<file path="config.mk">
export PLATFORM = sky130hd
export DESIGN_NAME = midi_control_event_parser_core_flat
export DESIGN_NICKNAME = d
export VERILOG_FILES = /design/src/mcep_pkg.sv /design/src/mcep_ifs.sv /design/src/mcep_front.sv /design/src/mcep_queue.sv /design/src/mcep_back.sv /design/src/midi_control_event_parser_core.sv /design/src/flat_wrapper.sv
export SDC_FILE = /design/constraint.sdc
export NUM_CORES = 1
export LEC_CHECK = 0
export ABC_CLOCK_PERIOD_IN_PS = 2590
export BUFFER_PORTS_ARGS = -buffer_cell sky130_fd_sc_hd__buf_4
export CAP_MARGIN = 20
export CORE_ASPECT_RATIO = 1.25
export CORE_MARGIN = 4
export CORE_UTILIZATION = 42
export DETAILED_ROUTE_END_ITERATION = 16
export GPL_TIMING_DRIVEN = 1
export PLACE_DENSITY = 0.66
export SYNTH_ARGS = -nofsm -noshare
export SYNTH_HDL_FRONTEND = slang
export SYNTH_SLANG_ARGS = --single-unit
export TNS_END_PERCENT = 10
</file>
<file path="constraint.sdc">
create_clock -name clock -period 2.59 [get_ports clock]
set_input_delay 0.518 -clock clock [delete_from_list [all_inputs] [get_ports clock]]
set_output_delay 0.518 -clock clock [all_outputs]
set_load 0.1 [all_outputs]
</file>
<file path="src/mcep_pkg.sv">
// shared types and constants for the midi control event parser
// no dependencies; front end, queue, back end, core and testbench import this package
`timescale 1ns / 1ps

package mcep_pkg;

   // window sizes and mode scaling
   localparam int TRIGGER_COUNT    = 16;
   localparam int CONTROLLER_COUNT = 16;
   localparam int MODE_COUNT       = 8;

   // event kind codes
   localparam logic [1:0] KIND_TRIGGER = 2'd0;
   localparam logic [1:0] KIND_CTRL    = 2'd1;
   localparam logic [1:0] KIND_MODE    = 2'd2;
   localparam logic [1:0] KIND_RESET   = 2'd3;

   // csr register indexes
   localparam logic [1:0] CSR_TRIGGER_BASE = 2'd0;
   localparam logic [1:0] CSR_CTRL_BASE    = 2'd1;
   localparam logic [1:0] CSR_MODE_CTRL    = 2'd2;

   // classified event handed from the front end to the back end
   typedef struct packed {
      logic [1:0] kind;
      logic [3:0] slot;
      logic [6:0] data;
   } mcep_event_type;

endpackage

</file>
<file path="src/mcep_ifs.sv">
// channel interfaces: midi byte input, event output, csr write
// no dependencies
`timescale 1ns / 1ps

interface mcep_byte_if;
   logic       valid;
   logic       ready;
   logic [7:0] midi_byte;

   modport source (output valid, output midi_byte, input ready);
   modport sink   (input valid, input midi_byte, output ready);
endinterface

interface mcep_event_if;
   logic               valid;
   logic               ready;
   logic        [1:0]  event_kind;
   logic        [3:0]  slot_index;
   logic signed [15:0] control_level;
   logic        [6:0]  raw_data;
   logic        [2:0]  display_mode;

   modport source (output valid, output event_kind, output slot_index,
                   output control_level, output raw_data, output display_mode,
                   input ready);
   modport sink   (input valid, input event_kind, input slot_index,
                   input control_level, input raw_data, input display_mode,
                   output ready);
endinterface

interface mcep_csr_if;
   logic       valid;
   logic       ready;
   logic [1:0] index;
   logic [6:0] data;

   modport source (output valid, output index, output data, input ready);
   modport sink   (input valid, input index, input data, output ready);
endinterface

</file>
<file path="src/mcep_front.sv">
// front end: csr registers, running status parse, event classification
// depends on mcep_pkg and mcep_ifs
`timescale 1ns / 1ps

module mcep_front (
   input  logic                    clock,
   input  logic                    reset,
   mcep_byte_if.sink               req_chan,
   mcep_csr_if.sink                csr_chan,
   input  logic                    q_full,
   output logic                    push,
   output mcep_pkg::mcep_event_type push_data
);
   import mcep_pkg::*;

   localparam logic [1:0] PHASE_CLEAR  = 2'd0;
   localparam logic [1:0] PHASE_STATUS = 2'd1;
   localparam logic [1:0] PHASE_DATA1  = 2'd2;
   localparam logic [1:0] PHASE_SYSEX  = 2'd3;

   localparam logic [7:0] BYTE_SYSEX_START = 8'hF0;
   localparam logic [7:0] BYTE_SYS_RESET   = 8'hFF;
   localparam logic [3:0] TYPE_NOTE_ON     = 4'h9;
   localparam logic [3:0] TYPE_CTRL        = 4'hB;
   localparam logic [3:0] TYPE_PROGRAM     = 4'hC;
   localparam logic [3:0] TYPE_AFTERTOUCH  = 4'hD;
   localparam logic [3:0] TYPE_SYSTEM      = 4'hF;

   logic [6:0] trig_base_ff, trig_base_in;
   logic [6:0] ctrl_base_ff, ctrl_base_in;
   logic [6:0] mode_num_ff,  mode_num_in;
   logic [1:0] phase_ff,     phase_in;
   logic [7:0] status_ff,    status_in;
   logic [6:0] first_ff,     first_in;

   logic       accept;
   logic [7:0] b;
   logic [3:0] msg_type;
   logic [8:0] trig_hi;
   logic [8:0] ctrl_hi;
   logic       trig_hit;
   logic       ctrl_hit;
   logic [6:0] trig_off;
   logic [6:0] ctrl_off;

   assign req_chan.ready = !q_full;
   assign csr_chan.ready = 1'b1;
   assign accept   = req_chan.valid && req_chan.ready;
   assign b        = req_chan.midi_byte;
   assign msg_type = status_ff[7:4];

   // windows: 9 bits so base plus count never wraps
   assign trig_hi  = {2'b00, trig_base_ff} + 9'(TRIGGER_COUNT);
   assign ctrl_hi  = {2'b00, ctrl_base_ff} + 9'(CONTROLLER_COUNT);
   assign trig_hit = (first_ff >= trig_base_ff) && ({2'b00, first_ff} < trig_hi);
   assign ctrl_hit = (first_ff >= ctrl_base_ff) && ({2'b00, first_ff} < ctrl_hi);
   assign trig_off = first_ff - trig_base_ff;
   assign ctrl_off = first_ff - ctrl_base_ff;

   always_comb begin
      trig_base_in = trig_base_ff;
      ctrl_base_in = ctrl_base_ff;
      mode_num_in  = mode_num_ff;
      if (csr_chan.valid && csr_chan.ready) begin
         case (csr_chan.index)
            CSR_TRIGGER_BASE: trig_base_in = csr_chan.data;
            CSR_CTRL_BASE:    ctrl_base_in = csr_chan.data;
            CSR_MODE_CTRL:    mode_num_in  = csr_chan.data;
            default: ;
         endcase
      end
   end

   always_comb begin
      phase_in  = phase_ff;
      status_in = status_ff;
      first_in  = first_ff;
      push      = 1'b0;
      push_data = '0;
      if (accept) begin
         if (b[7]) begin
            if (b inside {[8'hF8:8'hFF]}) begin
               // realtime passes by, system reset clears and reports
               if (b == BYTE_SYS_RESET) begin
                  phase_in       = PHASE_CLEAR;
                  push           = 1'b1;
                  push_data.kind = KIND_RESET;
               end
            end else if (b[7:4] == TYPE_SYSTEM) begin
               phase_in = (b == BYTE_SYSEX_START) ? PHASE_SYSEX : PHASE_CLEAR;
            end else begin
               phase_in  = PHASE_STATUS;
               status_in = b;
            end
         end else begin
            case (phase_ff)
               PHASE_STATUS: begin
                  first_in = b[6:0];
                  phase_in = (msg_type inside {TYPE_PROGRAM, TYPE_AFTERTOUCH}) ?
                             PHASE_STATUS : PHASE_DATA1;
               end
               PHASE_DATA1: begin
                  phase_in       = PHASE_STATUS;
                  push_data.data = b[6:0];
                  if (msg_type == TYPE_NOTE_ON) begin
                     if (b != 8'h00 && trig_hit) begin
                        push           = 1'b1;
                        push_data.kind = KIND_TRIGGER;
                        push_data.slot = trig_off[3:0];
                     end
                  end else if (msg_type == TYPE_CTRL) begin
                     if (ctrl_hit) begin
                        push           = 1'b1;
                        push_data.kind = KIND_CTRL;
                        push_data.slot = ctrl_off[3:0];
                     end else if (first_ff == mode_num_ff) begin
                        push           = 1'b1;
                        push_data.kind = KIND_MODE;
                     end
                  end
               end
               default: ; // clear or sysex: data ignored
            endcase
         end
      end
   end

   always_ff @(posedge clock) begin
      if (reset) begin
         trig_base_ff <= 7'd60;
         ctrl_base_ff <= 7'd70;
         mode_num_ff  <= 7'd16;
         phase_ff     <= PHASE_CLEAR;
         status_ff    <= '0;
         first_ff     <= '0;
      end else begin
         trig_base_ff <= trig_base_in;
         ctrl_base_ff <= ctrl_base_in;
         mode_num_ff  <= mode_num_in;
         phase_ff     <= phase_in;
         status_ff    <= status_in;
         first_ff     <= first_in;
      end
   end

   a_sys_reset_event: assert property (@(posedge clock) disable iff (reset)
      (accept && b == BYTE_SYS_RESET) |-> (push && push_data.kind == KIND_RESET))
      else $error("system reset byte did not produce a reset event");

   a_sysex_enter: assert property (@(posedge clock) disable iff (reset)
      (accept && b == BYTE_SYSEX_START) |=> (phase_ff == PHASE_SYSEX))
      else $error("sysex start did not enter sysex phase");

endmodule

</file>
<file path="src/mcep_queue.sv">
// small fifo of classified events between front and back end
// depends on mcep_pkg
`timescale 1ns / 1ps

module mcep_queue #(
   parameter int DEPTH = 2
) (
   input  logic                     clock,
   input  logic                     reset,
   input  logic                     push,
   input  mcep_pkg::mcep_event_type push_data,
   output logic                     full,
   input  logic                     pop,
   output logic                     pop_valid,
   output mcep_pkg::mcep_event_type pop_data
);
   import mcep_pkg::*;

   localparam int AW = (DEPTH > 1) ? $clog2(DEPTH) : 1;
   localparam int CW = $clog2(DEPTH + 1);

   mcep_event_type mem [DEPTH];
   logic [AW-1:0]  wr_ptr_ff, wr_ptr_in;
   logic [AW-1:0]  rd_ptr_ff, rd_ptr_in;
   logic [CW-1:0]  count_ff,  count_in;

   assign full      = (count_ff == CW'(DEPTH));
   assign pop_valid = (count_ff != '0);
   assign pop_data  = mem[rd_ptr_ff];

   always_comb begin
      wr_ptr_in = wr_ptr_ff;
      rd_ptr_in = rd_ptr_ff;
      count_in  = count_ff;
      if (push) begin
         wr_ptr_in = (wr_ptr_ff == AW'(DEPTH - 1)) ? '0 : wr_ptr_ff + 1'b1;
      end
      if (pop) begin
         rd_ptr_in = (rd_ptr_ff == AW'(DEPTH - 1)) ? '0 : rd_ptr_ff + 1'b1;
      end
      if (push && !pop) begin
         count_in = count_ff + 1'b1;
      end else if (pop && !push) begin
         count_in = count_ff - 1'b1;
      end
   end

   always_ff @(posedge clock) begin
      if (push) begin
         mem[wr_ptr_ff] <= push_data;
      end
   end

   always_ff @(posedge clock) begin
      if (reset) begin
         wr_ptr_ff <= '0;
         rd_ptr_ff <= '0;
         count_ff  <= '0;
      end else begin
         wr_ptr_ff <= wr_ptr_in;
         rd_ptr_ff <= rd_ptr_in;
         count_ff  <= count_in;
      end
   end

   a_no_overflow: assert property (@(posedge clock) disable iff (reset)
      !(push && full && !pop))
      else $error("push into full queue");

   a_no_underflow: assert property (@(posedge clock) disable iff (reset)
      pop |-> pop_valid)
      else $error("pop from empty queue");

endmodule

</file>
<file path="src/mcep_back.sv">
// back end: level and mode scaling, registered result output
// depends on mcep_pkg and mcep_ifs
`timescale 1ns / 1ps

module mcep_back (
   input  logic                     clock,
   input  logic                     reset,
   input  logic                     q_valid,
   input  mcep_pkg::mcep_event_type q_data,
   output logic                     pop,
   mcep_event_if.source             rsp_chan
);
   import mcep_pkg::*;

   logic               valid_ff, valid_in;
   logic        [1:0]  kind_ff;
   logic        [3:0]  slot_ff;
   logic signed [15:0] level_ff;
   logic        [6:0]  raw_ff;
   logic        [2:0]  mode_ff;

   logic        [6:0]  v;
   logic        [6:0]  mag_x;
   logic        [15:0] mag;
   logic signed [15:0] level;
   logic        [13:0] mode_prod;

   assign v = q_data.data;

   // (2v-127)*32767/127 = x*258 + x/127 in magnitude, x/127 only 1 at full scale
   assign mag_x = v[6] ? 7'({v, 1'b0} - 8'd127) : 7'(8'd127 - {v, 1'b0});
   assign mag   = {1'b0, mag_x, 8'h00} + {8'h00, mag_x, 1'b0}
                + {15'd0, (mag_x == 7'd127)};
   assign level = v[6] ? signed'(mag) : -signed'(mag);

   assign mode_prod = {7'd0, v} * 14'(MODE_COUNT);

   assign pop      = q_valid && (!valid_ff || rsp_chan.ready);
   assign valid_in = pop || (valid_ff && !rsp_chan.ready);

   always_ff @(posedge clock) begin
      if (reset) begin
         valid_ff <= 1'b0;
      end else begin
         valid_ff <= valid_in;
      end
   end

   always_ff @(posedge clock) begin
      if (pop) begin
         kind_ff  <= q_data.kind;
         slot_ff  <= q_data.slot;
         raw_ff   <= (q_data.kind == KIND_RESET) ? 7'd0 : v;
         level_ff <= (q_data.kind == KIND_CTRL) ? level : 16'sd0;
         mode_ff  <= (q_data.kind == KIND_MODE) ? mode_prod[9:7] : 3'd0;
      end
   end

   assign rsp_chan.valid         = valid_ff;
   assign rsp_chan.event_kind    = kind_ff;
   assign rsp_chan.slot_index    = slot_ff;
   assign rsp_chan.control_level = level_ff;
   assign rsp_chan.raw_data      = raw_ff;
   assign rsp_chan.display_mode  = mode_ff;

   a_pop_loads: assert property (@(posedge clock) disable iff (reset)
      pop |=> valid_ff)
      else $error("popped event not presented");

endmodule

</file>
<file path="src/midi_control_event_parser_core.sv">
// midi control event parser core: an event passes from the byte transaction through the queue
// and then the output register before its event transaction
// throughput one byte per cycle while the queue is not full; the queue absorbs output stalls
// an event stalled at the output holds while up to QUEUE_DEPTH more events queue up
// reset clears parse phase, held status and first data byte, restores csr defaults 60/70/16
// and empties the queue; csr writes are always accepted
`timescale 1ns / 1ps

module midi_control_event_parser_core #(
   parameter int QUEUE_DEPTH = 2
) (
   input  logic         clock,
   input  logic         reset,
   mcep_byte_if.sink    req_chan,
   mcep_event_if.source rsp_chan,
   mcep_csr_if.sink     csr_chan
);
   import mcep_pkg::*;

   // front end to queue
   logic           push;
   mcep_event_type push_data;
   logic           q_full;

   // queue to back end
   logic           pop;
   logic           q_valid;
   mcep_event_type q_data;

   // parser: takes one byte per transaction, tracks running status and
   // classifies complete messages into trigger, controller, mode or reset
   mcep_front u_front (
      .clock     (clock),
      .reset     (reset),
      .req_chan  (req_chan),
      .csr_chan  (csr_chan),
      .q_full    (q_full),
      .push      (push),
      .push_data (push_data)
   );

   // decouples parsing from output backpressure
   mcep_queue #(
      .DEPTH (QUEUE_DEPTH)
   ) u_queue (
      .clock     (clock),
      .reset     (reset),
      .push      (push),
      .push_data (push_data),
      .full      (q_full),
      .pop       (pop),
      .pop_valid (q_valid),
      .pop_data  (q_data)
   );

   // scaling of controller level and display mode, then the output register
   mcep_back u_back (
      .clock    (clock),
      .reset    (reset),
      .q_valid  (q_valid),
      .q_data   (q_data),
      .pop      (pop),
      .rsp_chan (rsp_chan)
   );

endmodule

</file>
<file path="src/flat_wrapper.sv">
// flat-port wrapper written by rule: the top's interface ports become plain ports
module midi_control_event_parser_core_flat import mcep_pkg::*;
#(
   parameter int QUEUE_DEPTH = 2
)
  (clock, reset, req_chan_valid, req_chan_midi_byte, req_chan_ready, rsp_chan_valid, rsp_chan_event_kind, rsp_chan_slot_index, rsp_chan_control_level, rsp_chan_raw_data, rsp_chan_display_mode, rsp_chan_ready, csr_chan_valid, csr_chan_index, csr_chan_data, csr_chan_ready);
  mcep_byte_if req_chan_i ();
  mcep_event_if rsp_chan_i ();
  mcep_csr_if csr_chan_i ();
  input  logic clock;
  input  logic reset;
  input wire logic [$bits(req_chan_i.valid)-1:0] req_chan_valid;
  input wire logic [$bits(req_chan_i.midi_byte)-1:0] req_chan_midi_byte;
  output wire logic [$bits(req_chan_i.ready)-1:0] req_chan_ready;
  output wire logic [$bits(rsp_chan_i.valid)-1:0] rsp_chan_valid;
  output wire logic [$bits(rsp_chan_i.event_kind)-1:0] rsp_chan_event_kind;
  output wire logic [$bits(rsp_chan_i.slot_index)-1:0] rsp_chan_slot_index;
  output wire logic [$bits(rsp_chan_i.control_level)-1:0] rsp_chan_control_level;
  output wire logic [$bits(rsp_chan_i.raw_data)-1:0] rsp_chan_raw_data;
  output wire logic [$bits(rsp_chan_i.display_mode)-1:0] rsp_chan_display_mode;
  input wire logic [$bits(rsp_chan_i.ready)-1:0] rsp_chan_ready;
  input wire logic [$bits(csr_chan_i.valid)-1:0] csr_chan_valid;
  input wire logic [$bits(csr_chan_i.index)-1:0] csr_chan_index;
  input wire logic [$bits(csr_chan_i.data)-1:0] csr_chan_data;
  output wire logic [$bits(csr_chan_i.ready)-1:0] csr_chan_ready;
  assign req_chan_i.valid = req_chan_valid;
  assign req_chan_i.midi_byte = req_chan_midi_byte;
  assign req_chan_ready = req_chan_i.ready;
  assign rsp_chan_valid = rsp_chan_i.valid;
  assign rsp_chan_event_kind = rsp_chan_i.event_kind;
  assign rsp_chan_slot_index = rsp_chan_i.slot_index;
  assign rsp_chan_control_level = rsp_chan_i.control_level;
  assign rsp_chan_raw_data = rsp_chan_i.raw_data;
  assign rsp_chan_display_mode = rsp_chan_i.display_mode;
  assign rsp_chan_i.ready = rsp_chan_ready;
  assign csr_chan_i.valid = csr_chan_valid;
  assign csr_chan_i.index = csr_chan_index;
  assign csr_chan_i.data = csr_chan_data;
  assign csr_chan_ready = csr_chan_i.ready;
  midi_control_event_parser_core #(.QUEUE_DEPTH(QUEUE_DEPTH)) u_core (.clock(clock), .reset(reset), .req_chan(req_chan_i), .rsp_chan(rsp_chan_i), .csr_chan(csr_chan_i));
endmodule
</file>
==> flow_summary.yaml <==
global_route:
  grt_max_degree: 43
  antenna_found_initial: 0
  grt_pass1_wl_um: 15100
  grt.total_usage: 0.157
  grt-ovfl-total: 0
  grt_pass1_vias: 3182
worst_hold_path:
  hold_start: "csr_chan_data[2]"
  holdPathStages: 2
  hp-class: "input pin to flip-flop"
  worstHoldEndpoint: "u_core.u_front.trig_base_ff[2]"
routing:
  first_pass_iters: 4
  drc: 0
  via_count: 3261
  viasPerCell: 5.12
  drt_iter0_markers: 105
  wl_um: 9420
  ant_nets: 0
  detail_route.wl_per_cell_um: 14.8
clocking:
  hold_buffers: 0
  clock_sinks: 92
  cts_tree: "yes"
  clockBufferDepth: 2
  cts_max_level: 3
  insertion_delay_ns: 0.34
  cts.clk_slew.worst_paths_ns: 0.07
  cts-root-buf: "clkbuf_16"
  cts_buffers: 9
worst_setup_path:
  r2r_end: "u_core.u_queue.count_ff[1]"
  rrSetupSlack_ns: -0.18
  cp_max_fo: 2
  cp_num_buf_inv: 0
  cp_slowest_stage_delay_ns: 0.38
  cp_top_family: "simple AND/OR/NAND/NOR gates"
  worst-r2r-cell-count: 13
  rr_startpoint: "u_core.u_front.ctrl_base_ff[4]"
  endpoint_kind: "flip-flop"
  crit_path_start_kind: "flip-flop"
  cp_slowest_cell: "or3_1"
  arrival_ns: 3.05
  cp_data_required_time_ns: 2.87
  crit_type: "flip-flop to flip-flop"
  path_cells: "ha_4 -> xnor2_1 -> ha_1 -> nand2_1 -> a211o_1 -> a32oi_2 -> a211oi_4 -> nor4b_4 -> nor2_1 -> ha_2 -> xor2_1 -> or3_1 -> a21oi_2"
synthesis:
  syn_nets: 452
  avgSynthCellArea_um2: 11.1
  syn_area_mm2: 0.00451
  yosys.cell_types.count: 63
  synth-seq-cells: 92
  synth_top_family_by_area: "simple AND/OR/NAND/NOR gates"
  synth.area.mux_share: 0.0721
  synth_xor_area_frac: 0.0291
  synth-compound-area-share: 0.106
  synth-edff-count: 52
  synth_simple_gate_area_frac: 0.153
  yosys_warnings: 0
  async_reset_ff_frac: 0
  synthCells: 405
  synthAdderAreaFrac: 0.0727
  ys.flop_type: "edfxtp_1"
  yosysSeqAreaShare: 0.524
cells_and_area:
  design_area_mm2: 0.00575
  layout-drive-gt1-share: 0.311
  diodes: 0
  final_nets: 547
  area_growth_pct: 27.5
timing:
  skew_ns: 0.00818
  period_share: 1.07
  setup_viol: 2
  setup_slack_ns: -0.180
  hold_viol_final: 0
  fmax_mhz: 361
  slew_headroom: 0.565
  hold_ws_ns: 0.393
  worst_pin_slew_ns: 0.651
  drv_slew: 0
  finalCriticalPeriod_ns: 2.77
  rsz0062_at_grt: "true"
floorplan:
  die_h_um: 124
  io_pins: 57
  chipWidth_um: 101
  row_count: 42
  coreArea_mm2: 0.0106
  dieArea_mm2: 0.0125
  start_util: 0.427
place:
  place_area_mm2: 0.00541
  dpl.hpwl_um: 7130
  io_buffer_count: 55
  gp_congestion: 0.848
status:
  outcome: "finished, violations left"
  violations: "negative setup slack"
power_and_ir_drop:
  vdd_ir_drop_max_uv: 523
  p_leak_nw: 2.47
  power.density_mw_per_mm2: 938
flow_run:
  cap_viol_max_count: 0
[layout make-up]
type	instances	area, um^2
Clock inverter	5	35.0
Sequential cell	92	2370
Clock buffer	11	243
Inverter	24	95.1
Tap cell	132	165
Timing Repair Buffer	103	790
Multi-Input combinational cell	270	2050
Fill cell	919	4810
[layout by cell type, fill, tap and decap left out, drive strengths merged, types with 4 or more instances in the layout]
cell type and n:
a211o 6, a21oi 18, and2 7, buf 103, clkbuf 11, dfxtp 40, edfxtp 52, ha 23
inv 26, mux2 4, mux2i 28, nand2 14, nand2b 10, nand3 4, nor2 66, nor2b 6
nor3 5, nor4 5, o21ai 9, xnor2 4, xor2 11
[stage by stage]
step | setup slack, ns | total power [mW] | cells | setup TNS, ns | util
final | -0.180 | 5.39 | 637 | -0.233 | 0.544
after global routing | -0.323 | 5.60 | 637 | -0.528 | 0.544
after CTS | -0.128 | 5.43 | 635 | -0.149 | 0.540
after detailed placement | -0.183 | 4.20 | 620 | -0.562 | 0.512
after global placement | -0.101 | 4.16 | 620 | -0.124 | 0.512
after floorplan | -0.175 | 3.74 | 405 | -1.45 | -
[what timing repair did]
action / in CTS / in global routing
gates resized for setup: 5 / 8
hold endpoints to repair: 0 / 0
endpoints found under the setup margin: 15 / 28
pin swaps: 9 / 8
setup buffers: 0 / 2
[cell families after synthesis]
logic type | Yosys count
DFF | 92
xor gates and xnor gates | 15
buffers and inverters | 43
other | 1
muxes | 32
adders and majority gates | 25
and+or+nand+nor | 136
AOI/OAI and AO/OA | 61
[power breakdown]
part           internal, mW  switching [mW]
sequential             1.82           0.110
clock                 0.680           0.544
combinational         0.520            1.71
total                  3.02            2.37
[synth_stat cells (6+ instances only)]
cell / number / area, um^2
nor2_1: 66 / 248
inv_1: 24 / 90.1
and2_1: 7 / 43.8
nand2_1: 14 / 52.6
dfxtp_1: 40 / 801
o21ai_0: 9 / 45.0
clkbuf_1: 7 / 26.3
ha_1: 23 / 288
mux2i_1: 28 / 280
nor2b_1: 6 / 37.5
edfxtp_1: 52 / 1560
xor2_1: 11 / 96.3
a21oi_1: 18 / 90.1
buf_4: 7 / 52.6
nand2b_1: 10 / 62.6
a211o_1: 6 / 52.6
[how the worst max path moves through the flow]
stage | start | to | slack [ns] | cells past startpoint
floorplan | u_core.u_front.ctrl_base_ff[4] | u_core.u_queue.count_ff[1] | -0.18 | 13
global placement | u_core.u_front.first_ff[0] | u_core.u_queue.count_ff[1] | -0.10 | 12
detailed placement | u_core.u_front.ctrl_base_ff[4] | u_core.u_queue.count_ff[1] | -0.18 | 13
CTS | u_core.u_front.ctrl_base_ff[4] | u_core.u_queue.count_ff[1] | -0.13 | 13
global route | u_core.u_front.ctrl_base_ff[4] | u_core.u_queue.count_ff[1] | -0.32 | 13
finish | u_core.u_front.ctrl_base_ff[4] | u_core.u_queue.count_ff[1] | -0.18 | 13
[flip-flops by register name, indices dropped and copies added (netlist names), 2 cells and up, named ones only]
register and count:
u_core.u_queue.count_ff 2, u_core.u_back.rsp_chan.control_level 10, u_core.u_back.rsp_chan.display_mode 3, u_core.u_front.ctrl_base_ff 7, u_core.u_back.rsp_chan.slot_index 4, u_core.u_front.mode_num_ff 7
u_core.u_front.first_ff 7, u_core.u_front.trig_base_ff 7, u_core.u_back.rsp_chan.event_kind 2, u_core.u_back.rsp_chan.raw_data 7, u_core.u_queue.mem 26, u_core.u_front.status_ff 4
u_core.u_front.phase_ff 2
[layer usage]
layer | up-vias | global-route usage | wire length [um]
met3 | 16 | 0.0319 | 367
met5 | - | 0 | 0
met1 | 1558 | 0.168 | 3770
li1 | 1622 | - | -
met2 | 65 | 0.298 | 5080
met4 | 0 | 0.0615 | 205
(Power assumes the default switching activity.)
